File: src/b64sp_pkg.sv
package b64sp_pkg;

    localparam int unsigned MaxResults = 5;
    localparam int unsigned CountW     = $clog2(MaxResults + 1);
    localparam int unsigned IdxW       = $clog2(MaxResults);

    localparam logic [1:0] CMD_ENC_BYTE = 2'd0;
    localparam logic [1:0] CMD_ENC_END  = 2'd1;
    localparam logic [1:0] CMD_DEC_CHAR = 2'd2;
    localparam logic [1:0] CMD_DEC_END  = 2'd3;

    localparam logic [1:0] KIND_CHAR = 2'd0;
    localparam logic [1:0] KIND_BYTE = 2'd1;
    localparam logic [1:0] KIND_END  = 2'd2;

    localparam logic [7:0] CHAR_SPACE = 8'h20;
    localparam logic [7:0] CHAR_DASH  = 8'h2D;
    localparam logic [7:0] CHAR_PLUS  = 8'h2B;
    localparam logic [7:0] CHAR_SLASH = 8'h2F;
    localparam logic [7:0] SYM_PAD    = 8'd64;

    typedef struct packed {
        logic [1:0] command;
        logic [7:0] data;
    } in_word_t;

    typedef struct packed {
        logic [1:0] kind;
        logic [7:0] value;
        logic       run_last;
    } out_word_t;

    typedef struct packed {
        logic [1:0] kind;
        logic [7:0] value;
    } result_t;

    typedef struct packed {
        logic [CountW-1:0]               count;
        result_t [MaxResults-1:0]        res;
    } bundle_t;

    function automatic logic [7:0] enc_sym(input logic [5:0] v);
        logic [7:0] w;
        w = {2'b00, v};
        if (v < 6'd26)
            return w + 8'd65;
        else if (v < 6'd52)
            return w + 8'd71;
        else if (v < 6'd62)
            return w - 8'd4;
        else if (v == 6'd62)
            return CHAR_PLUS;
        else
            return CHAR_SLASH;
    endfunction

    // 8-bit wrap on the out-of-range classes
    function automatic logic [7:0] dec_sym(input logic [7:0] c);
        if (c == CHAR_PLUS)
            return 8'd62;
        else if (c == CHAR_SLASH)
            return 8'd63;
        else if (c == CHAR_SPACE)
            return SYM_PAD;
        else if (c <= 8'h39)
            return c + 8'd4;
        else if (c <= 8'h5A)
            return c - 8'd65;
        else if (c <= 8'h7A)
            return c - 8'd71;
        else
            return SYM_PAD;
    endfunction

endpackage

File: src/b64sp_group.sv
module b64sp_group
    import b64sp_pkg::*;
(
    input  logic     clk,
    input  logic     rst_n,
    input  logic     take,
    input  in_word_t word,
    output bundle_t  bundle
);

    logic [23:0] buf_reg;
    logic [23:0] buf_next;
    logic [1:0]  fill_reg;
    logic [1:0]  fill_next;

    logic [7:0] e0;
    logic [7:0] e1;
    logic [7:0] e2;
    logic [7:0] d;
    logic [7:0] b1;
    logic [7:0] b2;
    logic [7:0] s0;
    logic [7:0] s1;
    logic [7:0] s2;
    logic [7:0] s3;

    assign e0 = buf_reg[23:16];
    assign e1 = buf_reg[15:8];
    assign e2 = buf_reg[7:0];
    assign d  = word.data;
    assign b1 = (fill_reg > 2'd1) ? e1 : 8'd0;
    assign b2 = (fill_reg > 2'd2) ? e2 : 8'd0;
    assign s0 = dec_sym(e0);
    assign s1 = dec_sym(e1);
    assign s2 = dec_sym(e2);
    assign s3 = dec_sym(d);

    always_comb
    begin
        bundle    = '0;
        buf_next  = buf_reg;
        fill_next = fill_reg;
        case (word.command)
            CMD_ENC_BYTE, CMD_DEC_CHAR:
            begin
                if (fill_reg != 2'd3)
                begin
                    fill_next = fill_reg + 2'd1;
                    case (fill_reg)
                        2'd0:    buf_next[23:16] = d;
                        2'd1:    buf_next[15:8]  = d;
                        default: buf_next[7:0]   = d;
                    endcase
                end
                else
                begin
                    buf_next  = '0;
                    fill_next = '0;
                    if (word.command == CMD_ENC_BYTE)
                    begin
                        bundle.count        = CountW'(4);
                        bundle.res[0].kind  = KIND_CHAR;
                        bundle.res[0].value = enc_sym(e0[7:2]);
                        bundle.res[1].kind  = KIND_CHAR;
                        bundle.res[1].value = enc_sym({e0[1:0], e1[7:4]});
                        bundle.res[2].kind  = KIND_CHAR;
                        bundle.res[2].value = enc_sym({e1[3:0], d[7:6]});
                        bundle.res[3].kind  = KIND_CHAR;
                        bundle.res[3].value = enc_sym(d[5:0]);
                    end
                    else
                    begin
                        bundle.res[0].kind  = KIND_BYTE;
                        bundle.res[0].value = {s0[5:0], 2'b00} | {4'b0000, s1[7:4]};
                        bundle.res[1].kind  = KIND_BYTE;
                        bundle.res[1].value = {s1[3:0], 4'b0000} | {2'b00, s2[7:2]};
                        bundle.res[2].kind  = KIND_BYTE;
                        bundle.res[2].value = {s2[1:0], 6'b000000} | s3;
                        if (s2 == SYM_PAD)
                            bundle.count = CountW'(1);
                        else if (s3 == SYM_PAD)
                            bundle.count = CountW'(2);
                        else
                            bundle.count = CountW'(3);
                    end
                end
            end
            CMD_ENC_END:
            begin
                buf_next  = '0;
                fill_next = '0;
                if (fill_reg != 2'd0)
                begin
                    bundle.count        = CountW'(5);
                    bundle.res[0].kind  = KIND_CHAR;
                    bundle.res[0].value = enc_sym(e0[7:2]);
                    bundle.res[1].kind  = KIND_CHAR;
                    bundle.res[1].value = enc_sym({e0[1:0], b1[7:4]});
                    bundle.res[2].kind  = KIND_CHAR;
                    bundle.res[2].value = (fill_reg > 2'd1) ?
                                          enc_sym({b1[3:0], b2[7:6]}) : CHAR_SPACE;
                    bundle.res[3].kind  = KIND_CHAR;
                    bundle.res[3].value = (fill_reg > 2'd2) ? enc_sym(b2[5:0]) : CHAR_SPACE;
                    bundle.res[4].kind  = KIND_CHAR;
                    bundle.res[4].value = CHAR_DASH;
                end
                else
                begin
                    bundle.count        = CountW'(1);
                    bundle.res[0].kind  = KIND_CHAR;
                    bundle.res[0].value = CHAR_DASH;
                end
            end
            default:
            begin
                buf_next            = '0;
                fill_next           = '0;
                bundle.count        = CountW'(1);
                bundle.res[0].kind  = KIND_END;
                bundle.res[0].value = 8'd0;
            end
        endcase
    end

    always_ff @(posedge clk or negedge rst_n)
    begin
        if (!rst_n)
        begin
            buf_reg  <= '0;
            fill_reg <= '0;
        end
        else if (take)
        begin
            buf_reg  <= buf_next;
            fill_reg <= fill_next;
        end
    end

endmodule

File: src/base64_space_pad_codec.sv
// Streaming base64 codec, space-padded variant.
// Input channel (in_valid/in_ready/in_word): one command word per handshake,
// encode byte, encode end, decode character or decode end.
// Output channel (out_valid/out_ready/out_word): one result word per
// handshake; run_last marks the final word caused by an input word.
// A word that completes a group or ends a message leaves its results in a
// result bundle, which is registered into the output bundle register or,
// while that one is busy, into the waiting one; the results are offered one
// per cycle while out_ready is held. Words that only fill the group give none.
// A full encode group (4 byte words in, 4 characters out) gives 4 words;
// an end of encode with a partial group gives 5 words.
// Two bundle registers (one draining, one waiting) decouple the sides; the
// input stalls only when both are held. in_ready is a register output.
// When the receiver stalls, the current word holds and input keeps flowing
// until the waiting bundle register is filled.
// Reset clears the group buffer and empties both bundle registers.
module base64_space_pad_codec
    import b64sp_pkg::*;
(
    input  logic      clk,
    input  logic      rst_n,
    input  logic      in_valid,
    output logic      in_ready,
    input  in_word_t  in_word,
    output logic      out_valid,
    input  logic      out_ready,
    output out_word_t out_word
);

    bundle_t           new_bundle;
    logic              in_take;
    logic              new_has;

    bundle_t           o_bundle_reg;
    bundle_t           o_bundle_next;
    logic              o_valid_reg;
    logic              o_valid_next;
    logic [IdxW-1:0]   o_idx_reg;
    logic [IdxW-1:0]   o_idx_next;

    bundle_t           b_bundle_reg;
    bundle_t           b_bundle_next;
    logic              b_valid_reg;
    logic              b_valid_next;

    logic              o_last;
    logic              o_fire;
    logic              o_free;

    assign in_ready = !b_valid_reg;
    assign in_take  = in_valid && in_ready;
    assign new_has  = in_take && (new_bundle.count != '0);

    b64sp_group u_group (
        .clk    (clk),
        .rst_n  (rst_n),
        .take   (in_take),
        .word   (in_word),
        .bundle (new_bundle)
    );

    assign o_last             = (CountW'(o_idx_reg) == (o_bundle_reg.count - CountW'(1)));
    assign out_valid          = o_valid_reg;
    assign out_word.kind      = o_bundle_reg.res[o_idx_reg].kind;
    assign out_word.value     = o_bundle_reg.res[o_idx_reg].value;
    assign out_word.run_last  = o_last;
    assign o_fire             = o_valid_reg && out_ready;
    assign o_free             = !o_valid_reg || (o_fire && o_last);

    always_comb
    begin
        o_bundle_next = o_bundle_reg;
        o_valid_next  = o_valid_reg;
        o_idx_next    = o_idx_reg;
        b_bundle_next = b_bundle_reg;
        b_valid_next  = b_valid_reg;
        if (o_free)
        begin
            o_idx_next = '0;
            if (b_valid_reg)
            begin
                o_bundle_next = b_bundle_reg;
                o_valid_next  = 1'b1;
                b_valid_next  = 1'b0;
            end
            else if (new_has)
            begin
                o_bundle_next = new_bundle;
                o_valid_next  = 1'b1;
            end
            else
            begin
                o_valid_next = 1'b0;
            end
        end
        else
        begin
            if (o_fire)
                o_idx_next = o_idx_reg + IdxW'(1);
            if (new_has)
            begin
                b_bundle_next = new_bundle;
                b_valid_next  = 1'b1;
            end
        end
    end

    always_ff @(posedge clk or negedge rst_n)
    begin
        if (!rst_n)
        begin
            o_valid_reg <= 1'b0;
            o_idx_reg   <= '0;
            b_valid_reg <= 1'b0;
        end
        else
        begin
            o_valid_reg <= o_valid_next;
            o_idx_reg   <= o_idx_next;
            b_valid_reg <= b_valid_next;
        end
    end

    always_ff @(posedge clk)
    begin
        o_bundle_reg <= o_bundle_next;
        b_bundle_reg <= b_bundle_next;
    end

    a_wait_implies_busy: assert property (@(posedge clk) disable iff (!rst_n)
        b_valid_reg |-> o_valid_reg)
        else $error("waiting bundle held while output bundle empty");

    a_idx_in_range: assert property (@(posedge clk) disable iff (!rst_n)
        o_valid_reg |-> (CountW'(o_idx_reg) < o_bundle_reg.count))
        else $error("output index beyond bundle count");

    a_bundle_nonempty: assert property (@(posedge clk) disable iff (!rst_n)
        b_valid_reg |-> (b_bundle_reg.count != '0))
        else $error("empty bundle queued");

    a_end_is_last: assert property (@(posedge clk) disable iff (!rst_n)
        (out_valid && (out_word.kind == KIND_END)) |-> out_word.run_last)
        else $error("end marker not last word of its run");

    a_no_take_when_full: assert property (@(posedge clk) disable iff (!rst_n)
        (b_valid_reg && !o_free) |=> b_valid_reg)
        else $error("waiting bundle lost while output busy");

endmodule

File: config.mk
export PLATFORM = sky130hd
export DESIGN_NAME = base64_space_pad_codec
export DESIGN_NICKNAME = d
export VERILOG_FILES = /design/src/b64sp_pkg.sv /design/src/b64sp_group.sv /design/src/base64_space_pad_codec.sv
export SDC_FILE = /design/constraint.sdc
export NUM_CORES = 1
export LEC_CHECK = 0
export ABC_AREA = 1
export BUFFER_PORTS_ARGS = -buffer_cell sky130_fd_sc_hd__buf_4
export CELL_PAD_IN_SITES_DETAIL_PLACEMENT = 1
export CELL_PAD_IN_SITES_GLOBAL_PLACEMENT = 1
export CORE_MARGIN = 2
export CORE_UTILIZATION = 47
export DETAILED_ROUTE_END_ITERATION = 10
export HOLD_SLACK_MARGIN = 0.1
export PLACE_DENSITY_LB_ADDON = 0.12
export SYNTH_ARGS = -nofsm -noshare
export SYNTH_HDL_FRONTEND = slang
export SYNTH_SLANG_ARGS = --single-unit
File: constraint.sdc
create_clock -name clk -period 5.8 [get_ports clk]
set_input_delay 0.29 -clock clk [delete_from_list [all_inputs] [get_ports clk]]
set_output_delay 0.29 -clock clk [all_outputs]
set_load 0.03 [all_outputs]
### Yosys cells after proc, flatten, opt, wreduce, memory -nomap -nowiden

Index checks and enable logic that the tools add are counted.

| storage, ports and cells | value |
|---|---|
| output and inout bits | 13 |
| logic and storage cells | 242 |
| register bits | 137 |
| input port bits | 14 |

| operators by class | value |
|---|---|
| equal/unequal tests | 29 |
| muxes and demuxes | 87 |
| $lt $le $gt $ge | 36 |
| reduce and logical (&&, ||, !) cells | 21 |
| bitwise operators | 4 |
| $add $sub $neg | 36 |

Operators by type and width:

| operator | count |
|---|---|
| $mux 8 | 48 |
| $add 6x7->8 const B | 14 |
| $mux 53 | 2 |
| $eq 8x6->1 const B | 12 |
| $lt 6x6->1 const B | 14 |
| $le 8x7->1 const B | 8 |
| $pmux 30 s2 | 1 |
| $sub 6x3->7 const B | 7 |
| $mux 24 | 2 |
| $sub 8x7->8 const B | 6 |
| $eq 6x6->1 const B | 7 |
| $lt 6x5->1 const B | 7 |
| $mux 40 | 1 |
| $mux 3 | 13 |
| $mux 36 | 1 |
| $mux 6 | 6 |
| $le 8x6->1 const B | 4 |
| $bmux 10 s3 | 1 |
| $mux 29 | 1 |
| $add 8x3->8 const B | 3 |
| $mux 10 | 2 |
| $pmux 10 s2 | 1 |
| $eq 8x7->1 const B | 2 |
| $reduce_and 2->1 | 5 |
| 28 further kinds | 45 |

### Logic depth before layout (Yosys ltp)

Gate-level depths: netlist (run 1).

| logic depth | value |
|---|---|
| word-level depth | 17 |
| depth in mapped cells | 22 |

### Hierarchy

A second synthesis (run 1) with hierarchy kept.

| second synthesis, totals | value |
|---|---|
| cell total of the unflattened synthesis | 1674 |
| area total of the unflattened synthesis | 11632.4 µm² |

By module, submodules not included:

| module | area each (µm²) | sequential area each (µm²) | cells an instance | times used |
|---|---|---|---|---|
| b64sp_group | 7000.5 | 650.6 | 1238 | 1 |
| base64_space_pad_codec | 4631.9 | 3308.2 | 436 | 1 |

### Worst setup path after synthesis (run 1)

No wires, ideal clock.

| timing | value |
|---|---|
| kind | flip-flop to flip-flop |
| start | reg o_bundle_reg[50] (netlist name) |
| end | reg b_bundle_reg[0] (netlist name), enable pin |
| arrival | 4.677 ns |
| slack | 0.595 ns |
| setup time | 0.528 ns |
| buffers on the path | 0 |
| period minus slack after synthesis | 5.205 ns |
| cell stages (with the launch flop) | 8 |
| cell sequence | edfxtp_1 > inv_1 > ha_1 > xnor2_1 > a21oi_1 > nand2_1 > a21oi_1 > nor4_1 |

| on the way | value |
|---|---|
| word-level cells in the longest chain between the ends | 6 |

RTL lines:

| item | RTL line | text |
|---|---|---|
| start, declared | base64_space_pad_codec.sv:34 | `bundle_t o_bundle_reg;` |
| start signal, assigned | base64_space_pad_codec.sv:126 | `o_bundle_reg <= o_bundle_next;` |
| $sub 3x1->3 | base64_space_pad_codec.sv:62 | `assign o_last = (CountW'(o_idx_reg) == (o_bundle_reg.count - CountW'(1)));` |
| $eq 3x3->1 | base64_space_pad_codec.sv:62 |  |
| $logic_and 1x1->1 | base64_space_pad_codec.sv:68 | `assign o_free = !o_valid_reg \|\| (o_fire && o_last);` |
| $logic_or 1x1->1 | base64_space_pad_codec.sv:68 |  |
| $not 1->1 (no source line) | n/a |  |
| $reduce_and 2->1 (no source line) | n/a |  |
| end signal, assigned | base64_space_pad_codec.sv:127 | `b_bundle_reg <= b_bundle_next;` |
| end, declared | base64_space_pad_codec.sv:41 | `bundle_t b_bundle_reg;` |

Every way passes these cells.
A chain may end at the register's enable or synchronous reset.

==> results of run 1 <==
==> layer usage <==
metal  vias up  global-route usage (%)  routed length, um
li1       4958                       -                  -
met1      5151                    44.7              16900
met5         -                       0                  0
met3        70                    4.68               2070
met4         0                    11.7               1240
met2       320                    51.0              17200
==> path summary, 6_finish.rpt <==
path / end / cells after the start
max reg2reg: o_bundle_reg[11] / 12
min in group asynchronous: u_group.buf_reg[15] / 2
min reg2reg: o_bundle_reg[2] / 2
min: out_valid / 3
max in group asynchronous: u_group.buf_reg[3] / 2
max: o_bundle_reg[11] / 12
==> layout by cell type, fill, tap and decap left out, types with 16 or more instances in the layout <==
master,instances
nor2_1,125
inv_2,31
nand3_1,88
inv_1,133
o21ai_0,123
nor3_1,21
nand2_1,424
o211ai_1,21
a21oi_1,84
buf_4,30
o21ai_1,32
xor2_1,44
dfrtp_1,31
nor2_2,16
ha_1,78
edfxtp_1,76
==> what timing repair did <==
item / CTS / global route
hold endpoints to repair: 31 / 0
buffers inserted: 0 / 0
hold buffers: 1 / 0
==> power by group through the flow <==
stage                     registers, mW  clock network [mW]  logic, mW
after floorplan                    1.13                   0       2.38
after global placement             1.41                   0       2.93
after detailed placement           1.42                   0       3.03
after CTS                          1.40               0.649       3.05
after global routing               1.44               0.674       3.41
final                              1.41               0.643       3.08
==> stage by stage <==
step | hold slack [ns] | cell area [um2] | setup WS, ns | utilization [%]
final | 0.310 | 11000 | 2.27 | 50.6
after global routing | 0.318 | 11000 | 1.95 | 50.6
after CTS | 0.291 | 11000 | 2.31 | 50.6
after detailed placement | 0.291 | 10700 | 2.34 | 49.2
after global placement | 0.275 | 10700 | 2.51 | 49.2
after floorplan | -0.00559 | 10400 | 0.595 | -
==> kinds of logic (layout without fill, tap and decap cells) <==
logic type	Yosys count	in the layout	share of synthesized area [%]
fa+ha+maj	78	78	9.38
simple gates	723	723	29.9
buf+inv	224	217	9.01
xor+xnor	57	57	4.80
flops	107	107	29.4
compound gates	317	317	17.5
==> worst reg2reg max path, cell delays in order, from the launching register on <==
cell and delay, ns:
dfrtp_1 0.54, inv_1 0.33, ha_1 0.25, inv_1 0.10, o21ai_0 0.98, inv_1 0.24, nand2_1 0.12, nand2_1 0.05
a31oi_1 0.26, nor2_1 0.09, o2bb2ai_1 0.17, nand2_1 0.08, nand2_1 0.08
==> final cells by class <==
| type | instances | area (um2) |
|---|---|---|
| multi-input cells | 1175 | 6430 |
| clock buffers | 9 | 225 |
| clock inverters | 7 | 76.3 |
| fillers | 2889 | 10700 |
| repair buffers | 31 | 235 |
| well taps | 280 | 350 |
| inverters | 170 | 642 |
| flip-flops and latches | 107 | 3060 |
==> impl_metrics.csv, run 1 <==
group,metric,value,unit
run_status,outcome,"finished clean",
route,antenna_left,0,
synthesis,yosys_warnings,0,
critical_path,crit_required,5.91,ns
grt,grt_pass1_vias,10700,
cts,htree_num_levels,3,
cts,clk_pin_slew,0.09,ns
floorplan,coreArea,21800,um2
pwr,p_seq_share,27.4,%
critical_path,crit_buf_inv,3,
route,wl,37.4,mm
synthesis,yosys-top-cells-area,"edfxtp_1 22%, nand2_1 15%, ha_1 9.4%, dfrtp_1 7.5%, o21ai_0 5.9%",
critical_path,r2r_slack,2.27,ns
floorplan,pin_count,27,
sta,post-route-min-period,3.53,ns
synthesis,async_flop_share,29.0,%
pwr,peakVddDrop,247,uV
sta,max_freq,0.283,GHz
cts,clockBufferDepth,2,
route,vias,10500,
placed_design,dp_cells,1762,
floorplan,die_area,23400,um2
synthesis,synth_nets,1598,
critical_path,crit_chain,"inv_1, ha_1, inv_1, o21ai_0, inv_1, nand2_1, nand2_1, a31oi_1, nor2_1, o2bb2ai_1, nand2_1, nand2_1",
floorplan,fp-row-count,54,
critical_path,slowest_stage,"o21ai_0",
critical_path,cp-end-kind,"register",
critical_path,rr_startpoint,"u_group.buf_reg[17]",
worst_hold_path,min_path_type,"in2reg",
synthesis,synth-edff-count,76,
cts,cts-root-buf,"clkbuf_16",
sta,worst_slew_pin_slew,1.25,ns
sta,post-route-period-util,60.9,%
synthesis,avgSynthCellArea,6.91,um2
route,drc,0,
sta,rsz0062_at_grt,"false",
synthesis,yosys.area.top_type_share,21.9,%
pwr,p_sw_share,55.4,%
sta,setup_viol,0,
pwr,total_leakage_power,4.95,nW
grt,grt_pass1_wl,59.4,mm
synthesis,yosysSeqAreaShare,29.4,%
pwr,pwr-share-comb,60.0,%
pwr,p_switching,2.84,mW
flow_run,drv_cap,0,
synthesis,synth_commonest_cells,"424 x nand2_1, 133 x inv_1, 126 x nor2_1",
critical_path,path_delay_family,"compound AO/OA/AOI/OAI gates",
floorplan,die_y,153,um
cts,post_cts_resized,0,
sta,skew,0.0149,ns
grt,grtUsageTotal,32.1,%
critical_path,cp_max_fo,11,
pwr,intPower,2.29,mW
critical_path,path_common_cell,"nand2_1",
placed_design,portBuffers,26,
grt,gr-total-overflow,0,
placed_design,place_hpwl,29.0,mm
grt,grt_max_degree,47,
route,drt_iter0_drc,876,
cts,clkSinkCount,107,
cts,clk_latency,0.37,ns
sta,slew_violations,0,
synthesis,yosysMostFrequentCell,"nand2_1",
grt,antenna_found_initial,0,
pwr,power,5.13,mW
pwr,p_per_area,466,nW/um2
synthesis,synth_top_flop_cell,"edfxtp_1",
critical_path,slowest_delay,0.98,ns
critical_path,worstSetupPathType,"reg2reg",
finish,antenna_cells,0,
cts,cts_buffers,9,
route,detail_route.first_pass.iterations,5,
finish,final_nets,1586,
finish,drive_gt1_share,9.61,%
cts,tritoncts,"built",
route,wl_per_cell,21.0,um
synthesis,syn_area,10400,um2
synthesis,ys_ff_latch,107,
synthesis,syn_inst,1506,
synthesis,yosys.area.top_type,"edfxtp_1",
worst_hold_path,worstHoldStart,"in_valid",
floorplan,fp.dieW,153,um
finish,syn_to_final_growth,5.81,%
floorplan,start_util,47.8,%
critical_path,cp-start-kind,"register",
finish,instances_no_fill,1779,
sta,finalHoldViolations,0,
pwr,clkPwrFrac,12.5,%
sta,setup_tns,0,ns
sta,slew_headroom,16.0,%
critical_path,cp-startpoint,"u_group.buf_reg[17]",
placed_design,gp_congestion,0.939,
route,via_per_inst,5.90,
synthesis,ys_types,58,
critical_path,worst-endpoint-arrival,3.64,ns
No activity file was read; power rests on OpenSTA's default activity.
==> inputs of run 2 (changes only) <==
--- a/config.mk
+++ b/config.mk
@@ -5,12 +5,12 @@
 export SDC_FILE = /design/constraint.sdc
 export NUM_CORES = 1
 export LEC_CHECK = 0
-export ABC_AREA = 1
+export ABC_AREA = 0
 export BUFFER_PORTS_ARGS = -buffer_cell sky130_fd_sc_hd__buf_4
 export CELL_PAD_IN_SITES_DETAIL_PLACEMENT = 1
 export CELL_PAD_IN_SITES_GLOBAL_PLACEMENT = 1
 export CORE_MARGIN = 2
-export CORE_UTILIZATION = 47
+export CORE_UTILIZATION = 50
 export DETAILED_ROUTE_END_ITERATION = 10
 export HOLD_SLACK_MARGIN = 0.1
 export PLACE_DENSITY_LB_ADDON = 0.12
==> constraint.sdc (replaced) <==
create_clock -name clk -period 3.6 [get_ports clk]
set_input_delay 0.18 -clock clk [delete_from_list [all_inputs] [get_ports clk]]
set_output_delay 0.18 -clock clk [all_outputs]
set_load 0.03 [all_outputs]
==> run 2 against run 1 <==
  * Critical path depth is 1 lower
  * Cell count is 16% lower
  * Worst setup slack worse by 2.2 ns
  * Fmax is 0.95% lower
  * Largest power group unchanged
  * Highest routed layer unchanged
==> impl_metrics.csv, run 2 <==
group,metric,value,unit
placed_design,portBuffers,26,
critical_path,cp-start-kind,"register",
critical_path,worst-endpoint-arrival,3.68,ns
sta,post-route-min-period,3.57,ns
pwr,total_leakage_power,4.45,nW
critical_path,worstSetupPathType,"reg2reg",
floorplan,die_area,22000,um2
critical_path,cp-startpoint,"u_group.buf_reg[8]",
finish,syn_to_final_growth,8.42,%
critical_path,crit_required,3.72,ns
pwr,p_seq_share,24.3,%
pwr,intPower,4.28,mW
synthesis,yosys.area.top_type,"edfxtp_1",
synthesis,ys_types,100,
route,wl_met2,17.4,mm
grt,antenna_found_initial,0,
sta,rsz0062_at_grt,"true",
critical_path,r2r_end,"o_bundle_reg[14]",
placed_design,gp_congestion,0.948,
pwr,p_switching,4.42,mW
critical_path,r2r_slack,0.03,ns
route,detail_route.first_pass.iterations,5,
pwr,pwr-share-comb,63.7,%
sta,setup_viol,0,
route,wl,37.6,mm
synthesis,yosysSeqAreaShare,29.4,%
worst_hold_path,min_to,"o_idx_reg[0]",
pwr,p_sw_share,50.8,%
sta,slew_violations,0,
sta,layout_setup_ws,0.0349,ns
sta,slew_headroom,32.1,%
route,top_layer,"met4",
sta,post-route-period-util,99.0,%
finish,design_area,11300,um2
synthesis,yosys.area.top_type_share,21.9,%
synthesis,synth-edff-count,76,
floorplan,fp-row-count,52,
synthesis,synth_top_flop_cell,"edfxtp_1",
route,drt_iter0_drc,878,
pwr,clkPwrFrac,12.0,%
route,wl_met1,16.8,mm
synthesis,async_flop_share,29.0,%
floorplan,fp.dieW,148,um
cts,clk_latency,0.37,ns
placed_design,place_area,10900,um2
cts,cts-root-buf,"clkbuf_16",
critical_path,cp-end-kind,"register",
grt,gr-total-overflow,0,
cts,cts_buffers,9,
sta,setup_tns,0,ns
floorplan,pin_count,27,
critical_path,cp_max_fo,10,
critical_path,r2r_cells,11,
sta,whs,0.187,ns
floorplan,coreArea,20300,um2
cts,clk_pin_slew,0.09,ns
grt,grt_pass1_wl,59.2,mm
pwr,power,8.69,mW
floorplan,start_util,51.2,%
grt,grt_max_degree,38,
cts,tritoncts,"built",
pwr,p_per_area,771,nW/um2
finish,instances_no_fill,1494,
finish,antenna_cells,0,
synthesis,yosysMostFrequentCell,"nand2_1",
cts,htree_num_levels,3,
critical_path,rr_startpoint,"u_group.buf_reg[8]",
pwr,peakVddDrop,407,uV
finish,final_common_cell,"nand2_1",
synthesis,synth_nets,1304,
sta,max_freq,0.280,GHz
cts,clockBufferDepth,2,
finish,final.fill_count,2440,
route,drc,0,
grt,grtUsageTotal,34.5,%
synthesis,synth_commonest_cells,"157 x nand2_1, 78 x ha_1, 77 x a21oi_1",
synthesis,avgSynthCellArea,8.58,um2
sta,worst_slew_pin_slew,0.994,ns
cts,clkSinkCount,107,
placed_design,dp_cells,1477,
placed_design,place_hpwl,28.0,mm
worst_hold_path,min_path_type,"in2reg",
route,routed-wl-met3,2.46,mm
sta,finalHoldViolations,0,
synthesis,ys_ff_latch,107,
route,antenna_left,0,
synthesis,yosys_warnings,0,
finish,drive_gt1_share,13.9,%
sta,skew,0.0115,ns
synthesis,syn_inst,1212,
synthesis,yosys-top-cells-area,"edfxtp_1 22%, ha_1 9.4%, dfrtp_1 7.5%, nand2_1 5.7%, a21oi_1 3.7%",
finish,fin_util,55.5,%
synthesis,syn_area,10400,um2
flow_run,drv_cap,0,
route,wl_per_cell,25.2,um
floorplan,die_y,148,um
placed_design,dp_slack,0.105,ns
route,vias,10000,
finish,final_nets,1311,
finish,most-common-layout-cells,"155 x nand2_1, 76 x a21oi_1, 76 x ha_1, 76 x edfxtp_1, 73 x o21ai_0",
run_status,outcome,"finished clean",
worst_hold_path,hold_path_depth,3,
grt,grt_pass1_vias,10000,
worst_hold_path,worstHoldStart,"out_ready",
route,via_per_inst,6.71,
-- run 2: cell types whose count changed after synthesis, sizes merged, moves of 29 or more --
cell / change
clkbuf: +30
inv: -108
mux2: +31
nand2: -285
nand3: -48
nor2: -93
o21ai: -72
xnor2: +29
xor2: -41
-- run 2: final cells by class --
class                           count  area, um2  share of cell area, %
Tap cell                          270        338                   3.00
Timing Repair Buffer               72        543                   4.82
Clock buffer                        9        225                   2.00
Multi-Input combinational cell    970       6810                   60.4
Clock inverter                      7       83.8                  0.744
Sequential cell                   107       3060                   27.1
Inverter                           59        221                   1.96
-- run 2: how the worst max path moves through the flow --
| stage | end | cells past startpoint |
|---|---|---|
| finish | o_bundle_reg[14] | 11 |
| CTS | o_bundle_reg[25] | 14 |
| detailed placement | o_bundle_reg[25] | 14 |
| global placement | o_bundle_reg[14] | 8 |
| global route | o_bundle_reg[25] | 14 |
| floorplan | b_bundle_reg[0] | 5 |
-- run 2: power by group through the flow --
| stage | clock network [mW] | registers, mW | logic [mW] |
|---|---|---|---|
| after floorplan | 0 | 1.92 | 3.90 |
| after CTS | 1.05 | 2.10 | 5.44 |
| after detailed placement | 0 | 2.13 | 5.39 |
| after global placement | 0 | 2.10 | 5.27 |
| after global routing | 1.08 | 2.15 | 5.98 |
| final | 1.04 | 2.12 | 5.54 |
-- run 2: critical path: stages, from the launching register on --
cell and delay (ns):
dfrtp_1 0.46, inv_1 0.07, buf_4 0.17, ha_1 0.30
nor2b_1 0.16, o211ai_1 0.11, and2_1 0.32, nand2_1 0.13
o21ai_0 0.12, a2111oi_0 0.87, o32ai_1 0.28, mux2_2 0.32
-- run 2: metal layers --
layer	global-route usage, %	vias to the layer above
li1	-	4571
met1	49.1	5053
met2	55.0	355
met3	5.12	47
met4	9.71	0
met5	0	-
-- run 2: cell families (layout without fill, tap and decap cells) --
family | count (synthesis) | after routing | synth area share [%]
and+or+nand+nor | 408 | 408 | 19.2
AOI/OAI and AO/OA | 391 | 391 | 26.7
buffers and inverters | 135 | 147 | 5.49
DFF | 107 | 107 | 29.4
adders and majority gates | 78 | 78 | 9.39
muxes | 48 | 48 | 5.99
xor gates and xnor gates | 45 | 45 | 3.79
-- run 2: timing repair --
item | CTS | global route
buffers inserted | 0 | 0
hold buffers | 1 | 0
resized for setup | 0 | 6
hold endpoints to repair | 31 | 0
setup endpoints to repair | 0 | 11
